### config.mk
export PLATFORM = sky130hd
export DESIGN_NAME = resc_cell
export DESIGN_NICKNAME = d
export VERILOG_FILES = /design/src/hdl/resc_pkg.sv /design/src/hdl/resc_cell.sv
export SDC_FILE = /design/constraint.sdc
export NUM_CORES = 1
export LEC_CHECK = 0
export ABC_AREA = 1
export BUFFER_PORTS_ARGS = -buffer_cell sky130_fd_sc_hd__clkbuf_2
export CAP_MARGIN = 0
export CORE_ASPECT_RATIO = 1.1
export CORE_MARGIN = 5
export CORE_UTILIZATION = 40
export CTS_CLUSTER_DIAMETER = 100
export DETAILED_ROUTE_END_ITERATION = 12
export PLACE_DENSITY = 0.72
export RECOVER_POWER = 50
export SETUP_SLACK_MARGIN = 0.3
export SYNTH_ARGS = -nofsm -noshare
export SYNTH_HDL_FRONTEND = slang
export SYNTH_SLANG_ARGS = --single-unit
### constraint.sdc
create_clock -name clock -period 5.5 [get_ports clock]
set_input_delay 1.1 -clock clock [delete_from_list [all_inputs] [get_ports clock]]
set_output_delay 1.1 -clock clock [all_outputs]
set_load 0.05 [all_outputs]
### src/hdl/resc_pkg.sv
// Package for the recent event suppression cache: payload and chain token types,
// default sizes and reset constants. No dependencies.
`timescale 1ns / 1ps

package resc_pkg;

   localparam int SLOTS_DEFAULT = 128;
   localparam logic [15:0] MIN_INTERVAL_RESET = 16'd60;

   typedef struct packed {
      logic [31:0] client_address;
      logic [31:0] now_seconds;
   } req_payload_type;

   typedef struct packed {
      logic suppress;
      logic was_present;
   } rsp_payload_type;

   // token walking the cell row; after a hit entry_stamp holds the old time
   typedef struct packed {
      logic        active;
      logic        done;
      logic        hit;
      logic [31:0] entry_address;
      logic [31:0] entry_stamp;
   } chain_token_type;

endpackage

### src/hdl/resc_cell.sv
// One cache cell: holds a single (address, time) entry and passes the token on.
// Depends on resc_pkg.
`timescale 1ns / 1ps

module resc_cell
   import resc_pkg::*;
(
   input  logic            clock,
   input  logic            reset,
   input  logic [31:0]     key,
   input  chain_token_type tok_in,
   output chain_token_type tok_out
);

   logic            valid_ff, valid_in;
   logic [31:0]     addr_ff, addr_in;
   logic [31:0]     stamp_ff, stamp_in;
   chain_token_type tok_ff, tok_in_next;

   always_comb begin
      valid_in    = valid_ff;
      addr_in     = addr_ff;
      stamp_in    = stamp_ff;
      tok_in_next = tok_in;
      if (tok_in.active && !tok_in.done) begin
         // take the carried entry, hand the old one down unless the walk ends here
         valid_in = 1'b1;
         addr_in  = tok_in.entry_address;
         stamp_in = tok_in.entry_stamp;
         if (valid_ff && (addr_ff == key)) begin
            tok_in_next.done        = 1'b1;
            tok_in_next.hit         = 1'b1;
            tok_in_next.entry_stamp = stamp_ff;
         end else if (!valid_ff) begin
            tok_in_next.done = 1'b1;
            tok_in_next.hit  = 1'b0;
         end else begin
            tok_in_next.entry_address = addr_ff;
            tok_in_next.entry_stamp   = stamp_ff;
         end
      end
   end

   always_ff @(posedge clock) begin
      if (reset) begin
         valid_ff      <= 1'b0;
         tok_ff.active <= 1'b0;
      end else begin
         valid_ff      <= valid_in;
         tok_ff.active <= tok_in_next.active;
      end
      addr_ff             <= addr_in;
      stamp_ff            <= stamp_in;
      tok_ff.done         <= tok_in_next.done;
      tok_ff.hit          <= tok_in_next.hit;
      tok_ff.entry_address <= tok_in_next.entry_address;
      tok_ff.entry_stamp  <= tok_in_next.entry_stamp;
   end

   assign tok_out = tok_ff;

endmodule

**Yosys cells after proc, flatten, opt, wreduce, memory -nomap -nowiden**

Cells that the tools add are included.

- Bits in registers: 132
- Bits of input ports: 101
- Word-level logic and storage cells: 18

- Eq/ne operators: 1
- Multiplexer cells: 6
- Reductions and logical operators: 3

Operator list:

| kind | count |
|---|---|
| 66-bit 2-to-1 mux | 1 |
| 32-bit 2-to-1 mux | 2 |
| 64-bit 2-to-1 mux | 1 |
| 32-bit equality test | 1 |
| 2-bit 2-to-1 mux | 2 |
| 1-bit logical AND | 2 |
| 1-bit logical NOT | 1 |

**Logic depth before layout (Yosys ltp)**

Gate-level depths: netlist of the first run.

- Depth in word-level cells: 4
- Gate-level depth with buffers: 12

**Worst setup path after synthesis of the first run**

Ideal clock, no wire load.

- Path type: input port to flip-flop
- Start point: input port tok_in[66] in the netlist's numbering
- End point: register tok_ff, in the netlist tok_out[14]
- Setup time: 121 ps
- Arrival time: 3008 ps
- Required time: 5379 ps
- Slack: 2372 ps
- Stages: 7
- Path buffers: 2
- Cell sequence: inv_2 > nor2_4 > inv_2 > nor2_1 > buf_4 > buf_6 > mux2_2

RTL lines:

| item | line | text |
|---|---|---|
| start, declared | resc_cell.sv:11 | `input chain_token_type tok_in,` |
| end, declared | resc_cell.sv:18 | `chain_token_type tok_ff, tok_in_next;` |

==> results of run 1 <==
[per-stage QoR]
step	total power [uW]	setup slack, ps	area, um^2
after floorplan	1347	2372	4853
after global placement	1441	2474	5779
after detailed placement	1447	2420	5779
after CTS	2681	2869	6430
after global routing	2744	1531	6341
final	2641	1786	6341
[kinds of logic after synthesis]
group           after synthesis  synth area share (%)
compound gates                2                0.2062
mux                          32                 7.425
simple gates                168                 16.34
buf+inv                      39                 4.589
xor+xnor                     21                 3.790
flops                       132                 67.65
[worst max-delay path: stages]
cell	delay (ps)
sky130_fd_sc_hd__clkbuf_2	70
sky130_fd_sc_hd__inv_1	40
sky130_fd_sc_hd__nor2_1	140
sky130_fd_sc_hd__clkinv_1	120
sky130_fd_sc_hd__nor2_1	1440
sky130_fd_sc_hd__buf_4	650
sky130_fd_sc_hd__mux2_2	400
[power by group]
group / switching, uW / internal (uW)
clock: 407 / 817
sequential: 25.1 / 1100
combinational: 203 / 84.5
[path summary, 6_finish.rpt]
kind	startpoint	endpoint	slack [ps]
setup reg to reg	valid_ff	tok_out[31]	2460
hold / removal	stamp_ff[15]	tok_out[15]	470
setup / recovery	tok_in[66]	tok_out[31]	1790
hold reg to reg	stamp_ff[15]	tok_out[15]	470
[layer usage]
metal	share of wire, %	up-vias	wire [um]
met5	0	-	0
met4	1.3	0	136
met3	8.6	13	909
met2	50	108	5263
met1	40	1514	4271
li1	-	1652	-
[synth_stat cells, drive strengths merged]
cell type and count:
nand2 120, dfxtp 68, edfxtp 64, nand3 33, mux2 32, inv 26
xnor2 21, nor2 15, buf 13, a21oi 2
[cell type report]
class	count	area, um^2	area share, %
Clock buffer	20	446.7	7.044
Timing Repair Buffer	169	777.0	12.25
Inverter	26	97.59	1.539
Sequential cell	132	3283	51.78
Multi-Input combinational cell	223	1340	21.13
Tap cell	154	192.7	3.039
Clock inverter	12	203.9	3.216
[registers in the layout, indices dropped and copies added (netlist names)]
| register | flops |
|---|---|
| valid_ff | 1 |
| tok_out | 67 |
| addr_ff | 32 |
| stamp_ff | 32 |
==> Flow_metrics.wiki, run 1 <==
{| class="wikitable"
! Metric !! Value
|-
| Run status || complete, but fails checks
|-
| Failing checks || max-capacitance violations, max-slew violations
|-
| Yosys warning total || 0
|-
| Maximum net fanout on the critical path || 43
|-
| Final-layout setup total negative slack || 0 ps
|-
| Total gr overflow || 0
|-
| Peak Freq || 0.2692 GHz
|-
| Setup repair after global routing missed its margin || false
|-
| Time the final worst path needs with I/O delays and setup || 3714 ps
|-
| Leakage component of the power || 0.002746 uW
|-
| I/O pin cnt || 168
|-
| Count of endpoints failing hold in the final timing report || 0
|-
| Per-instance average area after synthesis || 12.32 um^2
|-
| Setup skew after layout || 6.293 ps
|-
| Reg2Reg Depth || 4
|-
| Post-Place Cells || 704
|-
| Smallest hold slack || 465.6 ps
|-
| Maxcap violations || 1
|-
| Measured slew at the worst slew-check pin || 1939 ps
|-
| Most frequent standard cell in the layout excluding fill and tap cells || sky130_fd_sc_hd__clkbuf_2
|-
| CTS sink count || 132
|-
| Post-CTS Hold Fix Bufs || 0
|-
| Peak VDD IR || 0.2397 mV
|-
| TritonCTS clock tree || yes
|-
| Leading cell types by total area after synthesis || sky130_fd_sc_hd__edfxtp_1 (40%), sky130_fd_sc_hd__dfxtp_1 (28%), sky130_fd_sc_hd__mux2_2 (7.4%)
|-
| Type of the setup path with the least slack || input port to register
|-
| Required time of the critical path || 5790 ps
|-
| Global-route track usage on met2 || 24.93%
|-
| Pin count of the biggest net entering global routing || 66
|-
| Root buffer selected by CTS || sky130_fd_sc_hd__clkbuf_16
|-
| Number of global-route vias before repair || 3417
|-
| Synth top area share || 39.60%
|-
| Number of cell rows || 42
|-
| Number of port buffers || 167
|-
| CTS buffer count || 17
|-
| HPWL after detailed placement || 7369 um
|-
| Area of the placeable core || 11980 um^2
|-
| Layout Nets || 670
|-
| Fillcell total || 1063
|-
| Final slew viol count || 24
|-
| Sequential share of the synthesized area || 67.65%
|-
| Clock Pin Slew Worst Setup and Hold Paths || 60 ps
|-
| Final number of setup-violating endpoints || 0
|-
| Diodes inserted || 0
|-
| Non-filler instance count after layout || 736
|-
| Count of routing violations after the opening detailed-route iteration || 143
|-
| Cell area after technology mapping || 4853 um^2
|-
| Die outline width || 115.0 um
|-
| Startpoint types || input port
|-
| Max-slew headroom || -29.74%
|-
| Type of the most critical hold path || register to register
|-
| Hold Path Cell Cnt || 1
|-
| Deepest clock path buffer count || 2
|-
| Area of the die || 14440 um^2
|-
| Routed wirelength normalized by instance count || 14.38 um
|-
| Grt met3 use || 5.945%
|-
| Die Y || 125.5 um
|-
| Cell type with the largest total area after synthesis || sky130_fd_sc_hd__edfxtp_1
|-
| Count of TritonRoute iterations in the first routing pass || 8
|-
| GRT Overall Usage || 15.02%
|-
| Net count of the mapped netlist || 495
|-
| Share of cells above drive strength 1 || 35.40%
|-
| DRC Markers || 0
|-
| Number of instances in the synthesized netlist || 394
|-
| Area Growth Syn to Fin || 30.65%
|-
| Buffers inserted by post-CTS timing repair || 0
|-
| Type of destination of the critical path || register
|-
| Final weighted congestion of routability-driven global placement || 0.8018
|-
| CP arrival || 4010 ps
|-
| Vias after detailed routing || 3287
|-
| Met1 Use GR || 17.11%
|-
| Remaining antenna violation count || 0
|-
| Most Crowded Layer GR || met2
|-
| Post-DR vias/cell || 4.466
|-
| Antenna violations before repair || 0
|-
| Library cells used by synthesis || 18
|-
| Most frequent cells in the layout || sky130_fd_sc_hd__clkbuf_2 (108), sky130_fd_sc_hd__nand2_1 (88), sky130_fd_sc_hd__dfxtp_1 (68)
|-
| Final core utilization || 52.92%
|-
| Power density over the cells || 416.5 nW/um^2
|-
| Yosys reg bits || 132
|-
| CTS-repair resized insts || 0
|-
| Share of the clock period used by the worst path || 67.54%
|-
| Insertion delay of the later-clocked pin in the worst-skew pair || 410 ps
|-
| CTS HTree Levels || 4
|-
| Wire length of the first global-routing pass || 16650 um
|-
| Starting density of the core || 40.51%
|-
| Sum of routed wire length over all layers || 10580 um
|}
Note: power is estimated with default switching activity, not from simulation.
==> inputs of run 2 (changes only) <==
==> constraint.sdc (replaced) <==
create_clock -name clock -period 3.76 [get_ports clock]
set_input_delay 0.752 -clock clock [delete_from_list [all_inputs] [get_ports clock]]
set_output_delay 0.752 -clock clock [all_outputs]
set_load 0.05 [all_outputs]
==> run 2 against run 1 <==
The flow still finishes with violations (max-capacitance violations, max-slew violations). Clock-buffer cell count rose by 2. Via count rose by 0.70%. Power grew 36%. Setup slack worse by 630 ps. Sequential power grew 46%. Sequential cell count unchanged. Routed wire length increased by 0.85%. Critical path depth down 1.
==> Flow_metrics.wiki, run 2 (synthesis gave the netlist of run 1 again) <==
{| class="wikitable"
! Metric !! Value
|-
| Run status || complete, but fails checks
|-
| Failing checks || max-capacitance violations, max-slew violations
|-
| Share of the clock period used by the worst path || 69.38%
|-
| Capture endpoint of the worst hold path || tok_out[14]
|-
| Crit-path slowest cell || sky130_fd_sc_hd__clkbuf_2
|-
| Peak VDD IR || 0.3573 mV (+49%)
|-
| Post-CTS Hold Fix Bufs || 0 (unchanged)
|-
| Hold path startpoint || stamp_ff[14]
|-
| I/O pin cnt || 168 (unchanged)
|-
| Most frequent standard cell in the layout excluding fill and tap cells || sky130_fd_sc_hd__clkbuf_2
|-
| Reg2Reg Depth || 11 (+7)
|-
| Area Growth Syn to Fin || 29.05%
|-
| Measured slew at the worst slew-check pin || 1718 ps (-220.9 ps)
|-
| Setup skew after layout || 6.524 ps (+0.2308 ps)
|-
| Design area || 6264 um^2 (-1.2%)
|-
| CTS HTree Levels || 4 (unchanged)
|-
| CTS-repair resized insts || 0 (unchanged)
|-
| Count of TritonRoute iterations in the first routing pass || 4 (-4)
|-
| Startpoint types || input port
|-
| Type of the most critical hold path || register to register
|-
| Count of endpoints failing hold in the final timing report || 0 (unchanged)
|-
| Slack of the worst reg-to-reg path || 1830 ps (-630 ps)
|-
| Hold Path Cell Cnt || 1 (unchanged)
|-
| Most frequent cells in the layout || sky130_fd_sc_hd__clkbuf_2 (112), sky130_fd_sc_hd__nand2_1 (88), sky130_fd_sc_hd__dfxtp_1 (68)
|-
| Final slew viol count || 66 (+180%)
|-
| Sum of routed wire length over all layers || 10670 um (+0.85%)
|-
| Final weighted congestion of routability-driven global placement || 0.7916 (-1.3%)
|-
| Root buffer selected by CTS || sky130_fd_sc_hd__clkbuf_16
|-
| Maximum net fanout on the critical path || 65 (+51%)
|-
| Time the final worst path needs with I/O delays and setup || 2609 ps
|-
| Layout Nets || 671 (+0.15%)
|-
| Setup repair after global routing missed its margin || false
|-
| Final-layout setup total negative slack || 0 ps (unchanged)
|-
| Type of destination of the critical path || register
|-
| Pin count of the biggest net entering global routing || 66 (unchanged)
|-
| Buf+Inv Stages, Crit Path || 3 (-1)
|-
| Peak Freq || 0.3833 GHz
|-
| Type of the setup path with the least slack || input port to register
|-
| CTS buffer count || 17 (unchanged)
|-
| Number of port buffers || 167 (unchanged)
|-
| Deepest clock path buffer count || 2 (unchanged)
|-
| CP arrival || 2950 ps (-1060 ps)
|-
| Insertion delay of the later-clocked pin in the worst-skew pair || 400 ps (about the same)
|-
| Routed wirelength normalized by instance count || 14.48 um (+0.71%)
|-
| Starting density of the core || 40.51% (unchanged)
|-
| Remaining antenna violation count || 0 (unchanged)
|-
| Count of routing violations after the opening detailed-route iteration || 147 (+2.8%)
|-
| HPWL after detailed placement || 7594 um (+3.1%)
|-
| Number of flip-flops in the largest register || 67 (unchanged)
|-
| Post-DR vias/cell || 4.491 (+0.56%)
|-
| Vias after detailed routing || 3310 (+0.70%)
|-
| DRC Markers || 0 (unchanged)
|-
| Power density over the cells || 573.6 nW/um^2 (+38%)
|-
| Clock Pin Slew Worst Setup and Hold Paths || 50 ps (about the same)
|-
| Total gr overflow || 0 (unchanged)
|-
| Area of the die || 14440 um^2 (unchanged)
|-
| Share of cells above drive strength 1 || 36.25% (+0.86 points)
|-
| Wire length of the first global-routing pass || 17010 um (+2.2%)
|-
| Leakage component of the power || 0.002719 uW (-1.0%)
|-
| Final number of setup-violating endpoints || 0 (unchanged)
|-
| CTS sink count || 132 (unchanged)
|-
| Number of global-route vias before repair || 3518 (+3.0%)
|-
| TritonCTS clock tree || yes
|-
| Antenna violations before repair || 0 (unchanged)
|-
| Buffers inserted by post-CTS timing repair || 0 (unchanged)
|-
| Slowest Stage Delay on Critical Path || 1280 ps (-160 ps)
|-
| Most used cell along the critical path || sky130_fd_sc_hd__clkbuf_2
|-
| Number of cell rows || 42 (unchanged)
|-
| RR Endpoint || tok_out[33]
|-
| Area of the placeable core || 11980 um^2 (unchanged)
|-
| GRT Overall Usage || 15.28% (+0.26 points)
|-
| Cell chain of the critical path || clkbuf_2 -> inv_1 -> nor2_1 -> clkbuf_2 -> nand3_1 -> a21oi_1
|-
| Die Y || 125.5 um (unchanged)
|-
| Dpl cell area || 5787 um^2 (+0.13%)
|-
| Maxcap violations || 1 (unchanged)
|-
| Required time of the critical path || 4100 ps (-1690 ps)
|-
| Worst flop-to-flop path startpoint || addr_ff[18]
|-
| Max-slew headroom || -14.53% (+15 points)
|-
| Die outline width || 115.0 um (unchanged)
|-
| Gate family responsible for the most delay along the worst path || buffers and inverters
|}
run 2: changes by cell type in the layout (fill, tap and decap cells not counted):
| cell | previous run | this run |
|---|---|---|
| sky130_fd_sc_hd__nor2_1 | 13 | 12 |
| sky130_fd_sc_hd__clkbuf_1 | 61 | 58 |
| sky130_fd_sc_hd__clkbuf_8 | 1 | 3 |
| sky130_fd_sc_hd__clkinv_2 | 1 | 4 |
| sky130_fd_sc_hd__clkinv_1 | 1 | 0 |
| sky130_fd_sc_hd__nor2_4 | 2 | 3 |
| sky130_fd_sc_hd__clkinv_4 | 3 | 0 |
| sky130_fd_sc_hd__diode_2 | 0 | 1 |
| sky130_fd_sc_hd__clkinvlp_4 | 3 | 4 |
| sky130_fd_sc_hd__bufinv_16 | 5 | 1 |
| sky130_fd_sc_hd__clkbuf_2 | 108 | 112 |
| sky130_fd_sc_hd__inv_2 | 0 | 1 |
run 2: area by class of cell:
cell class | instances | area [um^2]
fill | 1120 | 5718
sequential | 132 | 3283
multi-input combinational | 223 | 1348
timing repair buffer | 170 | 785.8
clock buffer | 22 | 474.2
tap | 154 | 192.7
inverter | 26 | 97.59
clock inverter | 9 | 80.08
antenna | 1 | 2.502
run 2: metal layers:
| metal | up-vias | GRT usage [%] | wire [um] |
|---|---|---|---|
| li1 | 1649 | - | - |
| met1 | 1514 | 17.48 | 4243 |
| met2 | 127 | 25.00 | 5192 |
| met3 | 20 | 5.703 | 1003 |
| met4 | 0 | 7.390 | 231 |
| met5 | - | 0 | 0 |
run 2: report_power, final:
part           switching [uW]  leakage (uW)  internal [uW]  total (uW)
sequential               36.4       0.00117           1620        1650
combinational             299       0.00128            124         423
clock                     566      0.000264            952        1520
run 2: worst max-delay path by stage:
stage / from / end / slack, ps / cells after the start
finish: tok_in[66] / tok_out[64] / 1150 / 6
global route: tok_in[66] / tok_out[64] / 890 / 6
CTS: tok_in[65] / tok_out[10] / 1730 / 6
detailed placement: tok_in[65] / tok_out[10] / 1290 / 6
global placement: tok_in[65] / tok_out[6] / 1330 / 6
floorplan: tok_in[66] / tok_out[14] / 980 / 7
run 2: stage by stage:
step           total power [uW]  instances  utilization (%)  worst slack, ps  hold WS, ps
5_1_grt                    3748        736            52.26            886.9        486.8
4_1_cts                    3652        736            52.92             1730        469.1
6_report                   3593        737            52.28             1151        467.2
2_1_floorplan              1970        394                -            979.6        444.9
3_3_place_gp               2108        705            48.30             1328        452.0
3_5_place_dp               2119        705            48.30             1292        457.7
